===== src/sv/tpbt_pkg.sv =====
package tpbt_pkg;

  localparam int DefNumEntries = 32;
  localparam int DefNumWarps   = 64;
  localparam int CntW          = 20;
  localparam int MaskW         = 64;

  typedef enum logic [2:0] {
    CMD_INIT         = 3'd0,
    CMD_INVAL        = 3'd1,
    CMD_ARRIVE       = 3'd2,
    CMD_EXPECT_TX    = 3'd3,
    CMD_ARRIVE_EXP   = 3'd4,
    CMD_COMPLETE_TX  = 3'd5,
    CMD_TRY_WAIT     = 3'd6,
    CMD_CLEANUP      = 3'd7
  } cmd_t;

  typedef enum logic [1:0] {
    ST_OK        = 2'd0,
    ST_NOT_FOUND = 2'd1,
    ST_COLLISION = 2'd2,
    ST_FULL      = 2'd3
  } status_t;

  typedef struct packed {
    logic [2:0]  command;
    logic [15:0] cta_key;
    logic [4:0]  hw_cta;
    logic [31:0] barrier_addr;
    logic [19:0] count;
    logic        parity;
    logic [5:0]  warp;
  } req_t;

  typedef struct packed {
    logic [1:0]  status;
    logic [63:0] released_mask;
    logic        wait_done;
    logic        phase_advanced;
  } rsp_t;

  typedef enum logic [1:0] {
    S_IDLE,
    S_SEARCH,
    S_UPDATE,
    S_OUT
  } fsm_t;

  // controller -> datapath
  typedef struct packed {
    logic load;
    logic search;
    logic update;
  } ctl_t;

endpackage


===== src/sv/tpbt_ctrl.sv =====
module tpbt_ctrl (
  input  logic              clk,
  input  logic              rst,
  input  logic              in_valid,
  output logic              in_stall,
  output logic              out_valid,
  input  logic              out_stall,
  output tpbt_pkg::ctl_t    ctl
);
  import tpbt_pkg::*;

  fsm_t state, state_next;

  always_comb begin
    state_next = state;
    unique case (state)
      S_IDLE:   if (in_valid) state_next = S_SEARCH;
      S_SEARCH: state_next = S_UPDATE;
      S_UPDATE: state_next = S_OUT;
      S_OUT: begin
        if (!out_stall) state_next = in_valid ? S_SEARCH : S_IDLE;
      end
      default:  state_next = S_IDLE;
    endcase
  end

  always_comb begin
    in_stall   = 1'b1;
    out_valid  = 1'b0;
    ctl        = '0;
    unique case (state)
      S_IDLE: begin
        in_stall = 1'b0;
        ctl.load = in_valid;
      end
      S_SEARCH: ctl.search = 1'b1;
      S_UPDATE: ctl.update = 1'b1;
      S_OUT: begin
        out_valid = 1'b1;
        in_stall  = out_stall;
        ctl.load  = in_valid && !out_stall;
      end
      default: ;
    endcase
  end

  always_ff @(posedge clk) begin
    if (rst) state <= S_IDLE;
    else     state <= state_next;
  end

endmodule


===== config.mk =====
export PLATFORM = sky130hd
export DESIGN_NAME = tpbt_ctrl
export DESIGN_NICKNAME = d
export VERILOG_FILES = /design/src/sv/tpbt_pkg.sv /design/src/sv/tpbt_ctrl.sv
export SDC_FILE = /design/constraint.sdc
export NUM_CORES = 1
export LEC_CHECK = 0
export BUFFER_PORTS_ARGS = -buffer_cell sky130_fd_sc_hd__buf_2
export CAP_MARGIN = 10
export CORE_AREA = 2 2 39 41
export DETAILED_ROUTE_END_ITERATION = 12
export DIE_AREA = 0 0 41 43
export GPL_ROUTABILITY_DRIVEN = 0
export PLACE_DENSITY = 0.44
export SLEW_MARGIN = 0
export SYNTH_ARGS = -nofsm -noshare
export SYNTH_HDL_FRONTEND = slang
export SYNTH_SLANG_ARGS = --single-unit

===== constraint.sdc =====
create_clock -name clk -period 2.4 [get_ports clk]
set_input_delay 0.6 -clock clk [delete_from_list [all_inputs] [get_ports clk]]
set_output_delay 0.6 -clock clk [all_outputs]
set_load 0.1 [all_outputs]

==> Yosys cells after proc, flatten, opt, wreduce, memory -nomap -nowiden <==
Cells that the tools add are included.
W data, S select, Z words.
{ "word_totals": {"register_bits": 2, "out_inout_bits": 5} }
{ "op_classes": {"eq_ne": 5, "muxes": 9, "n_reduce_logical": 4} }
{ "op_table": {"columns": ["cell", "n"], "rows": [
  ["$pmux W2 S4", 1],
  ["$eq A2 B2 Y1 const B", 2],
  ["$mux W1", 4],
  ["$mux W2", 2],
  ["$ne A2 B2 Y1 const B", 2],
  ["$pmux W1 S2", 2],
  ["$eq A2 B1 Y1 const B", 1],
  ["$logic_not A2 Y1", 1],
  ["$reduce_and A2 Y1", 1],
  ["$logic_and A1 B1 Y1", 1],
  ["$logic_not A1 Y1", 1]
]} }

==> Depth between registers and ports, before layout <==
{ "logic_depth": {"word_depth": 3, "depth_mapped": 5} }

==> Least setup slack after synthesis <==
Ideal clock, no wire load.
{ "synth_path": {"path_type": "register -> output", "startpoint": "reg state[0]", "endpoint": "out ctl[2] (netlist name)", "arrival_ns": 2.989, "t_required_ns": 1.800, "setup_slack_ns": -1.189, "stages_incl_launch_ff": 4, "n_path_buf": 0, "path_cell_list": "dfxtp_1 inv_1 ha_1 nor3b_1"} }
{ "synth_rtl": {"columns": ["item", "line", "rtl"], "rows": [
  ["start, declared", "tpbt_ctrl.sv:12", "fsm_t state, state_next;"],
  ["start signal, assigned", "tpbt_ctrl.sv:49", "else state <= state_next;"],
  ["end, declared", "tpbt_ctrl.sv:8", "output tpbt_pkg::ctl_t ctl"]
]} }

==> Worst setup path after layout <==
{ "layout_path": {"startpoint": "reg state[0]", "endpoint": "out in_stall"} }
{ "layout_via": {"elab_chain_len": 2, "elab_cells_between_ends": 3, "classes_between": "eq/ne: 1; mux: 1; reduce/logical: 1"} }
{ "layout_lines": {"columns": ["item", "line", "rtl"], "rows": [
  ["$eq A2 B2 Y1 / $logic_not A2 Y1 (equally long branches)", "tpbt_ctrl.sv:31", "unique case (state)"],
  ["$pmux W1 S2 *", "tpbt_ctrl.sv:31", null],
  ["end, declared", "tpbt_ctrl.sv:5", "output logic in_stall,"]
]} }
Every way passes the cells marked *; elsewhere a longest branch is shown, timed or not.

==> reports/qor.txt <==
Overall Global Routing Usage: 6.41%
biggest fanout along the worst timing path: 5
Port Buf Inserts: 8
layout overhead on the synthesized area: 53.7%
Post-Synthesis Net Count: 33
share of the synthesized netlist area taken by xor and xnor gates: 0%
area of the core: 1380 um2
initial antenna violation count: 0
most frequent standard cell in the layout excluding fill and tap cells: buf_2
placed wire-length estimate after detailed placement: 355 um
startpoint of the worst hold path: rst
count of hold buffers inserted by post-cts repair: 0
flip-flop count of the largest register, all copies and words added: 2
die area: 1760 um2
largest registers: state: 2 flops
kind of end point of the critical path: output port
Vias/cell: 4.14
final hold viol count: 0
CTS tree: done
number of buffers inserted during clock tree synthesis: 3
detailed route wirelength on metal3: 42 um
via count: 207
number of standard cells after synthesis: 23
critical path start-end classification: register to output port
share of the clock period used by the worst path after layout: 92.2%
count of inserted antenna diode cells: 0
width of the die: 41 um
H-tree Lvls: 1
class of the most critical hold timing path: input pin to register
clk sinks: 2
antenna violation net count after detailed routing: 0
share of cell area taken by muxes after synthesis: 4.57%
achievable frequency: 0.452 GHz
I/O pin count: 9
final setup violation count: 0
met2 routed wirelength: 221 um
most frequent cells in the layout: buf_2, ha_1, inv_1, clkbuf_4
Slew HR: 67.9%
startpoint type of the worst setup path: register
vertical die dimension: 43 um
Clock Path Buffers: 2
CP arrival: 1610 ps
count of fill cells added during filler insertion: 165
largest family of logic cells by synthesized area: adder cells
Register-to-Register Path Depth: 5
post-synthesis compound-gate area fraction: 19.4%
Synth warnings: 0
Skew-Pair Late Insertion Delay: 230 ps
post-synthesis share of cell area spent on full adders, half adders and majority gates: 34.3%
max layer used: met3
remaining design rule violation count: 0
max-capacitance violation count: 0
origin of the critical flop-to-flop path: state[0]$_SDFFE_PP0P_
fin nets: 46
WL/cell: 8.90 um
Post-CTS Setup Inserts: 0
RSZ-0062 raised after global routing: no
reg-to-reg critical path endpoint: state[0]$_SDFFE_PP0P_
crit path time final: 2210 ps
hold path cells: 2
Post-Syn Area per Cell: 9.52 um2
unique cell type count in the Yosys netlist: 14
initial DRC count: 3
1st-pass router iterations: 4
row count: 14
final worst hold slack: 544 ps
overflow left after global routing: 0
Final Slew Violations: 0
global-route wire length before repair: 696 um
largest register by flop count: state
Met1 Wirelength: 181 um
slew at the pin closest to its max-slew limit: 484 ps
worst hold path endpoint: state[0]$_SDFFE_PP0P_
post-cts resize count: 0
root buffer cell: clkbuf_4
R2R setup slack: 1080 ps
largest net degree at the start of global routing: 6
via count of the first global-routing pass: 199
result of the run: finished clean
final setup skew: 6.23 ps
Mapped Area: 219 um2
layout cells sized above 1: 47.1%
post-synthesis simple-gate area fraction: 18.3%
clock-pin slew on the worst setup and hold paths: 30 ps
Final Routed Wirelength: 445 um
sequential element share of the synthesized area: 18.3%
data required time of the critical path: 1800 ps
register bit count reported by yosys: 2
Initial Util: 15.8%
==> worst max path at each step <==
stage / from / to / slack (ps) / cells after the start
after floorplan: state[0]$_SDFFE_PP0P_ / ctl[2] / -220 / 3
after global placement: state[1]$_SDFFE_PP0P_ / in_stall / 430 / 4
after detailed placement: state[0]$_SDFFE_PP0P_ / in_stall / 410 / 4
after CTS: state[0]$_SDFFE_PP0P_ / in_stall / 150 / 4
after global routing: state[0]$_SDFFE_PP0P_ / in_stall / 100 / 4
final: state[0]$_SDFFE_PP0P_ / in_stall / 190 / 4
==> per-stage QoR <==
stage / worst slack [ps] / cells / setup TNS [ps] / util, % / instance area, um2
final: 187 / 50 / 0 / 24.3 / 337
after floorplan: -217 / 23 / -217 / - / 239
after global routing: 100 / 50 / 0 / 24.3 / 337
after CTS: 154 / 50 / 0 / 24.3 / 337
after global placement: 431 / 47 / 0 / 22.7 / 314
after detailed placement: 413 / 47 / 0 / 22.7 / 314
==> layer usage <==
layer | vias up | track usage, %
met2 | 9 | 8.44
met4 | 0 | 4.00
met3 | 0 | 6.28
li1 | 105 | -
met5 | - | 0
met1 | 93 | 6.05
==> cells by family (layout without fill, tap and decap cells) <==
kind of cell,count (synthesis),after routing
DFF,2,2
AOI/OAI and AO/OA,6,6
adders and majority gates,6,6
muxes,1,1
buffers and inverters,3,14
and+or+nand+nor,5,5
==> layout make-up <==
cell class,count,area (um2),area share (%)
Clock buffer,3,22.5,6.69
Inverter,3,11.3,3.35
Multi-Input combinational cell,18,188,55.8
Sequential cell,2,40.0,11.9
Tap cell,16,20.0,5.95
Timing Repair Buffer,8,55.1,16.4
==> worst max-delay path: stages, from the launching register on <==
cell and delay, ps:
dfxtp_1 390, inv_1 120, ha_1 290, mux2i_4 150, buf_2 440
==> Yosys cell counts <==
master / n / area, um2
nand2_2: 1 / 6.26
nor3b_1: 1 / 7.51
ha_1: 6 / 75.1
a31oi_1: 1 / 6.26
a211oi_1: 1 / 7.51
and3_1: 1 / 6.26
inv_1: 3 / 11.3
a21oi_1: 2 / 10.0
dfxtp_1: 2 / 40.0
nand2b_4: 1 / 13.8
or2_0: 1 / 6.26
mux2i_1: 1 / 10.0
o21ba_1: 1 / 10.0
a311oi_1: 1 / 8.76
Power is left out: the tool's default activity adds up to more than one toggle a clock period on the data nets, which glitch-free logic cannot reach.
